<file path="config.mk">
export PLATFORM = sky130hd
export DESIGN_NAME = crypto1_stream_cipher_flat
export DESIGN_NICKNAME = d
export VERILOG_FILES = /design/src/rtl/crypto1_pkg.sv /design/src/rtl/crypto1_if.sv /design/src/rtl/crypto1_stream_cipher.sv /design/src/flat_wrapper.sv
export SDC_FILE = /design/constraint.sdc
export NUM_CORES = 1
export LEC_CHECK = 0
export BUFFER_PORTS_ARGS = -buffer_cell sky130_fd_sc_hd__clkbuf_2
export CAP_MARGIN = 20
export CORE_UTILIZATION = 25
export CTS_CLUSTER_DIAMETER = 100
export DETAILED_ROUTE_END_ITERATION = 8
export PLACE_DENSITY_LB_ADDON = 0.05
export RECOVER_POWER = 50
export SYNTH_ARGS = -nofsm -noshare
export SYNTH_HDL_FRONTEND = slang
export SYNTH_SLANG_ARGS = --single-unit
export TNS_END_PERCENT = 10
</file>
<file path="constraint.sdc">
create_clock -name clk -period 6.4 [get_ports clk]
set_clock_uncertainty 0.1 [all_clocks]
set_input_delay 0 -clock clk [delete_from_list [all_inputs] [get_ports clk]]
set_output_delay 0 -clock clk [all_outputs]
set_load 0.1 [all_outputs]
</file>
<file path="src/rtl/crypto1_pkg.sv">
package crypto1_pkg;

    // Command codes carried by the input transaction
    typedef enum logic [2:0] {
        CMD_CLEAR    = 3'd0,
        CMD_LOAD_KEY = 3'd1,
        CMD_BIT      = 3'd2,
        CMD_BYTE     = 3'd3,
        CMD_WORD_FWD = 3'd4,
        CMD_WORD_BWD = 3'd5
    } cmd_t;

    // Sequencer states
    typedef enum logic [1:0] {
        ST_IDLE,
        ST_RUN,
        ST_FINISH
    } state_t;

    localparam int HALF_W  = 24;
    localparam int KEY_W   = 48;
    localparam int WORD_W  = 32;

    // LFSR feedback taps of each half
    localparam logic [HALF_W-1:0] POLY_ODD  = 24'h29CE5C;
    localparam logic [HALF_W-1:0] POLY_EVEN = 24'h870804;

    // Nonlinear filter tables
    localparam logic [19:0] FILT_A   = 20'hf22c0;
    localparam logic [19:0] FILT_B   = 20'h6c9c0;
    localparam logic [19:0] FILT_C   = 20'h3c8b0;
    localparam logic [19:0] FILT_D   = 20'h1e458;
    localparam logic [19:0] FILT_E   = 20'h0d938;
    localparam logic [31:0] FILT_OUT = 32'hEC57E80A;

    // Last bit index of the forward modes
    localparam logic [4:0] LAST_BIT  = 5'd0;
    localparam logic [4:0] LAST_BYTE = 5'd7;
    localparam logic [4:0] LAST_WORD = 5'd31;
    // Byte swap of a word bit position
    localparam logic [4:0] WORD_SWAP = 5'd24;

    // Two-level filter of one half
    function automatic logic filt(input logic [HALF_W-1:0] x);
        logic [19:0] ta;
        logic [19:0] tb;
        logic [19:0] tc;
        logic [19:0] td;
        logic [19:0] te;
        logic [4:0]  idx;
        ta = FILT_A >> x[3:0];
        tb = FILT_B >> x[7:4];
        tc = FILT_C >> x[11:8];
        td = FILT_D >> x[15:12];
        te = FILT_E >> x[19:16];
        idx = {ta[4], tb[3], tc[2], td[1], te[0]};
        return FILT_OUT[idx];
    endfunction

    // Spread of the key over the odd half
    function automatic logic [HALF_W-1:0] key_odd(input logic [KEY_W-1:0] k);
        logic [HALF_W-1:0] r;
        r = '0;
        for (int j = 0; j < HALF_W; j++)
        begin
            r[HALF_W-1-j] = k[(46 - 2*j) ^ 7];
        end
        return r;
    endfunction

    // Spread of the key over the even half
    function automatic logic [HALF_W-1:0] key_even(input logic [KEY_W-1:0] k);
        logic [HALF_W-1:0] r;
        r = '0;
        for (int j = 0; j < HALF_W; j++)
        begin
            r[HALF_W-1-j] = k[(47 - 2*j) ^ 7];
        end
        return r;
    endfunction

endpackage

</file>
<file path="src/rtl/crypto1_if.sv">
// Command channel
interface crypto1_in_if;
    logic        valid;
    logic        ready;
    logic [2:0]  command;
    logic [31:0] data_in;
    logic        feed_keystream;

    modport source (output valid, output command, output data_in,
                    output feed_keystream, input ready);
    modport sink   (input valid, input command, input data_in,
                    input feed_keystream, output ready);
endinterface

// Keystream result channel
interface crypto1_out_if;
    logic        valid;
    logic        ready;
    logic [31:0] keystream;
    logic        next_filter_bit;

    modport source (output valid, output keystream, output next_filter_bit,
                    input ready);
    modport sink   (input valid, input keystream, input next_filter_bit,
                    output ready);
endinterface

</file>
<file path="src/rtl/crypto1_stream_cipher.sv">
// Channel    Dir   Payload                                   Transaction when
// in_ch      in    command, data_in, feed_keystream          valid & ready
// out_ch     out   keystream, next_filter_bit                valid & ready
// cfg        in    cfg_wdata (48-bit key)                    cfg_we
//
// One LFSR step unit, forward or backward, runs one bit per cycle under a
// bit counter; a command runs 0, 1, 8 or 32 steps.
// in_ch.ready is high only while idle; the result sits in an output register,
// so the next command is taken while that result still waits on out_ch.
// A stalled output holds the sequencer in its finish state until taken.
// Reset clears the cipher state and the key.
module crypto1_stream_cipher (
    input  logic                             clk,
    input  logic                             rst_n,
    input  logic                             cfg_we,
    input  logic [crypto1_pkg::KEY_W-1:0]    cfg_wdata,
    crypto1_in_if.sink                       in_ch,
    crypto1_out_if.source                    out_ch
);

    localparam int HW = crypto1_pkg::HALF_W;

    crypto1_pkg::state_t state_reg, state_next;

    logic [crypto1_pkg::KEY_W-1:0]  key_reg;
    logic [HW-1:0]                  odd_reg, odd_next;
    logic [HW-1:0]                  even_reg, even_next;
    logic [4:0]                     idx_reg, idx_next;
    logic [4:0]                     last_reg, last_next;
    logic                           back_reg, back_next;
    logic                           word_reg, word_next;
    logic                           fb_reg, fb_next;
    logic [31:0]                    data_reg, data_next;
    logic [31:0]                    ks_reg, ks_next;
    logic                           out_valid_reg, out_valid_next;
    logic [31:0]                    out_ks_reg, out_ks_next;
    logic                           out_nfb_reg, out_nfb_next;

    // Shared step unit
    logic [4:0]    pos;
    logic          din;
    logic          ks_fwd, ks_bwd, nb_fwd, nb_bwd, ks_bit, step_done;
    logic [HW-1:0] fwd_odd, fwd_even, bwd_odd, bwd_even;

    always_comb
    begin
        pos    = word_reg ? (idx_reg ^ crypto1_pkg::WORD_SWAP) : idx_reg;
        din    = data_reg[pos];
        // forward: filter of odd half, new bit enters the old even half
        ks_fwd = crypto1_pkg::filt(odd_reg);
        nb_fwd = (ks_fwd & fb_reg) ^ din
               ^ (^(crypto1_pkg::POLY_ODD & odd_reg))
               ^ (^(crypto1_pkg::POLY_EVEN & even_reg));
        fwd_even = odd_reg;
        fwd_odd  = {even_reg[HW-2:0], nb_fwd};
        // backward: halves swap, oldest bit recovered at the top
        ks_bwd = crypto1_pkg::filt(even_reg);
        nb_bwd = odd_reg[0]
               ^ (^(crypto1_pkg::POLY_EVEN & {1'b0, odd_reg[HW-1:1]}))
               ^ (^(crypto1_pkg::POLY_ODD & even_reg))
               ^ din ^ (ks_bwd & fb_reg);
        bwd_odd  = even_reg;
        bwd_even = {nb_bwd, odd_reg[HW-1:1]};
        ks_bit    = back_reg ? ks_bwd : ks_fwd;
        step_done = back_reg ? (idx_reg == 5'd0) : (idx_reg == last_reg);
    end

    // Sequencer and output register control
    always_comb
    begin
        state_next     = state_reg;
        odd_next       = odd_reg;
        even_next      = even_reg;
        idx_next       = idx_reg;
        last_next      = last_reg;
        back_next      = back_reg;
        word_next      = word_reg;
        fb_next        = fb_reg;
        data_next      = data_reg;
        ks_next        = ks_reg;
        out_valid_next = out_valid_reg;
        out_ks_next    = out_ks_reg;
        out_nfb_next   = out_nfb_reg;
        in_ch.ready    = (state_reg == crypto1_pkg::ST_IDLE);

        if (out_valid_reg && out_ch.ready)
        begin
            out_valid_next = 1'b0;
        end

        case (state_reg)
            crypto1_pkg::ST_IDLE:
            begin
                if (in_ch.valid)
                begin
                    data_next  = in_ch.data_in;
                    fb_next    = in_ch.feed_keystream;
                    ks_next    = '0;
                    back_next  = 1'b0;
                    word_next  = 1'b0;
                    idx_next   = 5'd0;
                    last_next  = crypto1_pkg::LAST_BIT;
                    state_next = crypto1_pkg::ST_FINISH;
                    case (in_ch.command)
                        crypto1_pkg::CMD_CLEAR:
                        begin
                            odd_next  = '0;
                            even_next = '0;
                        end
                        crypto1_pkg::CMD_LOAD_KEY:
                        begin
                            odd_next  = crypto1_pkg::key_odd(key_reg);
                            even_next = crypto1_pkg::key_even(key_reg);
                        end
                        crypto1_pkg::CMD_BIT:
                        begin
                            state_next = crypto1_pkg::ST_RUN;
                        end
                        crypto1_pkg::CMD_BYTE:
                        begin
                            last_next  = crypto1_pkg::LAST_BYTE;
                            state_next = crypto1_pkg::ST_RUN;
                        end
                        crypto1_pkg::CMD_WORD_FWD:
                        begin
                            last_next  = crypto1_pkg::LAST_WORD;
                            word_next  = 1'b1;
                            state_next = crypto1_pkg::ST_RUN;
                        end
                        crypto1_pkg::CMD_WORD_BWD:
                        begin
                            idx_next   = crypto1_pkg::LAST_WORD;
                            word_next  = 1'b1;
                            back_next  = 1'b1;
                            state_next = crypto1_pkg::ST_RUN;
                        end
                        default:
                        begin
                            // unused codes leave the cipher state alone
                        end
                    endcase
                end
            end
            crypto1_pkg::ST_RUN:
            begin
                // one LFSR step per cycle
                if (back_reg)
                begin
                    odd_next  = bwd_odd;
                    even_next = bwd_even;
                    idx_next  = idx_reg - 5'd1;
                end
                else
                begin
                    odd_next  = fwd_odd;
                    even_next = fwd_even;
                    idx_next  = idx_reg + 5'd1;
                end
                ks_next      = ks_reg;
                ks_next[pos] = ks_bit;
                if (step_done)
                begin
                    state_next = crypto1_pkg::ST_FINISH;
                end
            end
            crypto1_pkg::ST_FINISH:
            begin
                // hand off once the output register is free
                if (!out_valid_reg || out_ch.ready)
                begin
                    out_valid_next = 1'b1;
                    out_ks_next    = ks_reg;
                    out_nfb_next   = crypto1_pkg::filt(odd_reg);
                    state_next     = crypto1_pkg::ST_IDLE;
                end
            end
            default:
            begin
                state_next = crypto1_pkg::ST_IDLE;
            end
        endcase
    end

    // State register
    always_ff @(posedge clk or negedge rst_n)
    begin
        if (!rst_n)
        begin
            state_reg <= crypto1_pkg::ST_IDLE;
        end
        else
        begin
            state_reg <= state_next;
        end
    end

    // Control, cipher state and key
    always_ff @(posedge clk or negedge rst_n)
    begin
        if (!rst_n)
        begin
            odd_reg       <= '0;
            even_reg      <= '0;
            key_reg       <= '0;
            out_valid_reg <= 1'b0;
            idx_reg       <= '0;
            last_reg      <= '0;
            back_reg      <= 1'b0;
            word_reg      <= 1'b0;
        end
        else
        begin
            odd_reg       <= odd_next;
            even_reg      <= even_next;
            out_valid_reg <= out_valid_next;
            idx_reg       <= idx_next;
            last_reg      <= last_next;
            back_reg      <= back_next;
            word_reg      <= word_next;
            if (cfg_we)
            begin
                key_reg <= cfg_wdata;
            end
        end
    end

    // Payload registers
    always_ff @(posedge clk)
    begin
        fb_reg      <= fb_next;
        data_reg    <= data_next;
        ks_reg      <= ks_next;
        out_ks_reg  <= out_ks_next;
        out_nfb_reg <= out_nfb_next;
    end

    assign out_ch.valid           = out_valid_reg;
    assign out_ch.keystream       = out_ks_reg;
    assign out_ch.next_filter_bit = out_nfb_reg;

endmodule

</file>
<file path="src/flat_wrapper.sv">
// flat-port wrapper written by rule: the top's interface ports become plain ports
module crypto1_stream_cipher_flat 
  (clk, rst_n, cfg_we, cfg_wdata, in_ch_valid, in_ch_command, in_ch_data_in, in_ch_feed_keystream, in_ch_ready, out_ch_valid, out_ch_keystream, out_ch_next_filter_bit, out_ch_ready);
  crypto1_in_if in_ch_i ();
  crypto1_out_if out_ch_i ();
  input  logic clk;
  input  logic rst_n;
  input  logic cfg_we;
  input  logic [crypto1_pkg::KEY_W-1:0] cfg_wdata;
  input wire logic [$bits(in_ch_i.valid)-1:0] in_ch_valid;
  input wire logic [$bits(in_ch_i.command)-1:0] in_ch_command;
  input wire logic [$bits(in_ch_i.data_in)-1:0] in_ch_data_in;
  input wire logic [$bits(in_ch_i.feed_keystream)-1:0] in_ch_feed_keystream;
  output wire logic [$bits(in_ch_i.ready)-1:0] in_ch_ready;
  output wire logic [$bits(out_ch_i.valid)-1:0] out_ch_valid;
  output wire logic [$bits(out_ch_i.keystream)-1:0] out_ch_keystream;
  output wire logic [$bits(out_ch_i.next_filter_bit)-1:0] out_ch_next_filter_bit;
  input wire logic [$bits(out_ch_i.ready)-1:0] out_ch_ready;
  assign in_ch_i.valid = in_ch_valid;
  assign in_ch_i.command = in_ch_command;
  assign in_ch_i.data_in = in_ch_data_in;
  assign in_ch_i.feed_keystream = in_ch_feed_keystream;
  assign in_ch_ready = in_ch_i.ready;
  assign out_ch_valid = out_ch_i.valid;
  assign out_ch_keystream = out_ch_i.keystream;
  assign out_ch_next_filter_bit = out_ch_i.next_filter_bit;
  assign out_ch_i.ready = out_ch_ready;
  crypto1_stream_cipher u_core (.clk(clk), .rst_n(rst_n), .cfg_we(cfg_we), .cfg_wdata(cfg_wdata), .in_ch(in_ch_i), .out_ch(out_ch_i));
endmodule
</file>
==> out/metrics.csv <==
stage,metric,value,unit
synth,yosys warns,0,
global_routing,first-pass GRT wire length,43500,µm
status,violated checks,"max-capacitance violations, max-slew violations",
power_and_ir_drop,Static Leak,4.84,nW
die,die area,40200,µm²
drt,Wirelength per Cell,17.6,µm
clock_tree,CTS sink cnt,206,
timing,Slew Limit Fails,58,
global_routing,largest net degree at the start of global routing,97,
clock_tree,H-tree depth,1,
global_routing,grt ovf,0,
power_and_ir_drop,maximum ir drop on the vdd rail,0.000259,V
timing,relative slew slack,-126,%
drt,met1 wire length,14400,µm
drt,number of remaining DRC errors,0,
worst_setup_path,WS Path Type,in2async,
placement,dpl ws,3.06,ns
worst_hold_path,worst min path class,in2reg,
worst_setup_path,cell family with most CP delay,buffers and inverters,
drt,drt pass-1 iters,4,
clock_tree,PostCTS Resize Cnt,0,
clock_tree,hold buffers post-CTS,91,
placement,Post-Place Cell Area,11000,µm²
worst_setup_path,"Buf+Inv Stages, Crit Path",3,
timing,Final Hold Viols,0,
die,IO Pins,124,
timing,final setup violation count,0,
clock_tree,Clock Path Buffers,3,
drt,via count,6957,
drt,DRC violation total after the first TritonRoute iteration,361,
clock_tree,Worst-Skew Late Latency,0.54,ns
cells_and_area,Multi-input gate area,3930,µm²
die,core region area,38700,µm²
synth,Synth Instances,826,
synth,mux cell area share after synthesis,13.2,%
die,Std-Cell Rows,72,
cells_and_area,post-route cell area,12800,µm²
clock_tree,CTS tree,done,
drt,met3 wire length,871,µm
timing,PnR worst setup slack,2.38,ns
timing,f_max,249,MHz
drt,final antenna-violating net count,0,
clock_tree,total CTS buffers,27,
worst_setup_path,CP max-delay cell,clkbuf_1,
timing,worst slew pin tran,3.38,ns
cells_and_area,Largest register FFs,48,
synth,main combinational cell family by area after synthesis,compound AO/OA/AOI/OAI gates,
clock_tree,Setup Buffers After CTS,0,
synth,most used flip-flop cell after synthesis,dfrtp_1,
timing,"Period Utilization, post-route",62.8,%
synth,register bit total from synthesis,206,
die,Die Wd,201,µm
synth,Post-Syn Area,9850,µm²
placement,HPWL Detailed,17300,µm
synth,"Distinct cells, synth",52,
global_routing,gr usage total,13.7,%
timing,RSZ-0062 raised after global routing,false,
worst_setup_path,"slowest stage delay, CP",2.37,ns
synth,Post-Synth Adder-Cell Area,1.85,%
cells_and_area,"Area growth, synth to finish",30.1,%
cells_and_area,register area,5650,µm²
global_routing,number of global-route vias before repair,7168,
synth,Synth Area per Inst,11.9,µm²
worst_setup_path,worst path required time,6.69,ns
synth,Post-synth EDFFs,98,
worst_setup_path,Critical Path Source Type,primary input,
worst_setup_path,"critical path fanouts, max",57,
synth,"Async S/R FF share, synth",52.4,%
cells_and_area,number of nets in the layout,1127,
cells_and_area,Fill cells,4021,
placement,Port Buf Inserts,123,
power_and_ir_drop,PD cells,511,nW/µm²
synth,Synth Area in XOR/XNOR,3.30,%
status,status,finished with violations,
die,chip height,201,µm
flow_run,maximum capacitance violations,1,
worst_setup_path,crit-path cells,"dlygate4sd3_1, clkbuf_1, clkbuf_2",
placement,RePlAce Congestion,0.710,
worst_setup_path,Worst setup EP type,asynchronous set/reset pin,
drt,Post-Route WL,27400,µm
die,Initial Util,25.4,%
drt,max layer used,met4,
timing,Final min period,4.02,ns
cells_and_area,share of cells above drive strength 1,20.1,%
synth,sequential fraction of the synthesis area,57.3,%
timing,TNS Setup,0,ns
clock_tree,CTS root buffer,clkbuf_16,
synth,Compound-Gate Fraction of Synth Area,13.5,%
drt,Vias/cell,4.45,
worst_setup_path,crit path DAT,4.32,ns
global_routing,initial antenna violation count,0,
clock_tree,Clock transition at path regs,0.06,ns
synth,Syn Nets,929,
drt,metal2 WL,11600,µm
cells_and_area,ANT cells,0,
synth,Post-Synth Simple-Gate Area,7.74,%
## layout make-up
| class | instances | area share [%] |
|---|---|---|
| inverter | 18 | 0.527 |
| timing repair buffer | 227 | 12.3 |
| clock inverter | 19 | 1.97 |
| sequential | 206 | 44.1 |
| clock buffer | 30 | 5.36 |
| tap | 518 | 5.06 |
| multi-input combinational | 544 | 30.7 |
## per-stage QoR
stage          hold WS [ns]  util, %  cells  total power (W)
2_1_floorplan        -0.396        -    826          0.00427
3_3_place_gp         0.0568     28.4   1421          0.00497
3_5_place_dp         0.0558     28.4   1421          0.00498
4_1_cts              0.0137     33.2   1561          0.00669
5_1_grt              0.0612     33.1   1562          0.00698
6_report             0.0761     33.1   1562          0.00655
## report_power, final
group	switching [W]	internal, W
Combinational	0.00172	0.000967
Sequential	0.000386	0.00186
Clock	0.000600	0.00101
## worst reg2reg max path: cells and delay by family (launching register included)
kind	cells	cell delay [ns]
AO/OA/AOI/OAI	3	1.28
adder cells (fa/ha/maj)	1	0.27
buffers and inverters	1	0.18
flip-flops	1	0.43
multiplexers	1	0.44
AND/OR/NAND/NOR	2	0.37
## cell usage in the layout (no fill, tap or decap), types with 4 or more instances in the layout
cell / Yosys / final
a211oi_1: 5 / 5
a21oi_1: 91 / 91
a221oi_1: 5 / 5
a311oi_1: 32 / 32
and2_1: 5 / 5
buf_4: 1 / 12
bufinv_16: 0 / 6
clkbuf_1: 39 / 39
clkbuf_16: 0 / 27
clkbuf_2: 0 / 88
clkinv_1: 0 / 6
dfrtp_1: 108 / 107
dlygate4sd3_1: 0 / 91
edfxtp_1: 98 / 98
ha_1: 13 / 13
inv_1: 18 / 18
mux2_2: 50 / 50
mux2i_1: 43 / 43
mux4_1: 5 / 5
mux4_2: 8 / 8
nand2_1: 67 / 67
nand2b_1: 10 / 9
nand3_1: 5 / 5
nor2_1: 62 / 61
nor2b_1: 8 / 7
o21ai_0: 54 / 54
o22a_1: 5 / 5
xnor2_1: 28 / 28
xor2_1: 4 / 4
## routing by layer
layer  up-vias  GRT usage, %
li1       3452             -
met1      3345          20.7
met2       121          20.3
met3        39          2.24
met4         0          3.03
met5         -             0
## Yosys cell counts, drive strengths merged (2+ instances only)
cell type,n,share of area (%)
ha,13,1.7
or3b,4,0.36
inv,18,0.69
nand2,67,2.6
dfrtp,108,27
o21a,2,0.15
buf,19,0.91
nand2b,10,0.64
nand3b,3,0.23
edfxtp,98,30
xnor2,28,2.5
nor4,2,0.13
xor2,4,0.36
o21ai,57,2.9
a21o,3,0.23
o22a,5,0.44
o211ai,3,0.23
a311oi,32,2.8
mux2,50,5.7
a22oi,3,0.23
o22ai,2,0.13
nor2,62,2.4
a31oi,3,0.19
mux2i,43,4.4
mux4,13,3.2
and2,5,0.32
a211oi,5,0.38
nor2b,8,0.51
nand3,5,0.25
nor3,3,0.20
a21oi,92,4.7
clkbuf,39,1.5
a221oi,5,0.44
xnor3,2,0.46
## cells by family (layout without fill, tap and decap cells)
family	count (synthesis)	in the layout
and+or+nand+nor	172	172
buffers and inverters	76	294
xor gates and xnor gates	34	34
muxes	106	106
DFF	206	206
AOI/OAI and AO/OA	218	218
adders and majority gates	14	14
## final timing paths
path	from	to	slack [ns]	depth (start not counted)
setup / recovery	rst_n	u_core.key_reg[13]	2.38	3
setup reg to reg	u_core.fwd_even[17]	u_core.ks_reg[18]	3.03	8
hold / removal	in_ch_data_in[8]	u_core.data_reg[8]	0.08	2
max in group clk	u_core.fwd_even[17]	u_core.ks_reg[18]	3.03	8
min in group asynchronous	rst_n	u_core.key_reg[30]	1.05	2
hold reg to reg	u_core.ks_reg[22]	u_core.out_ch.keystream[22]	0.36	0
(Power assumes the default switching activity.)
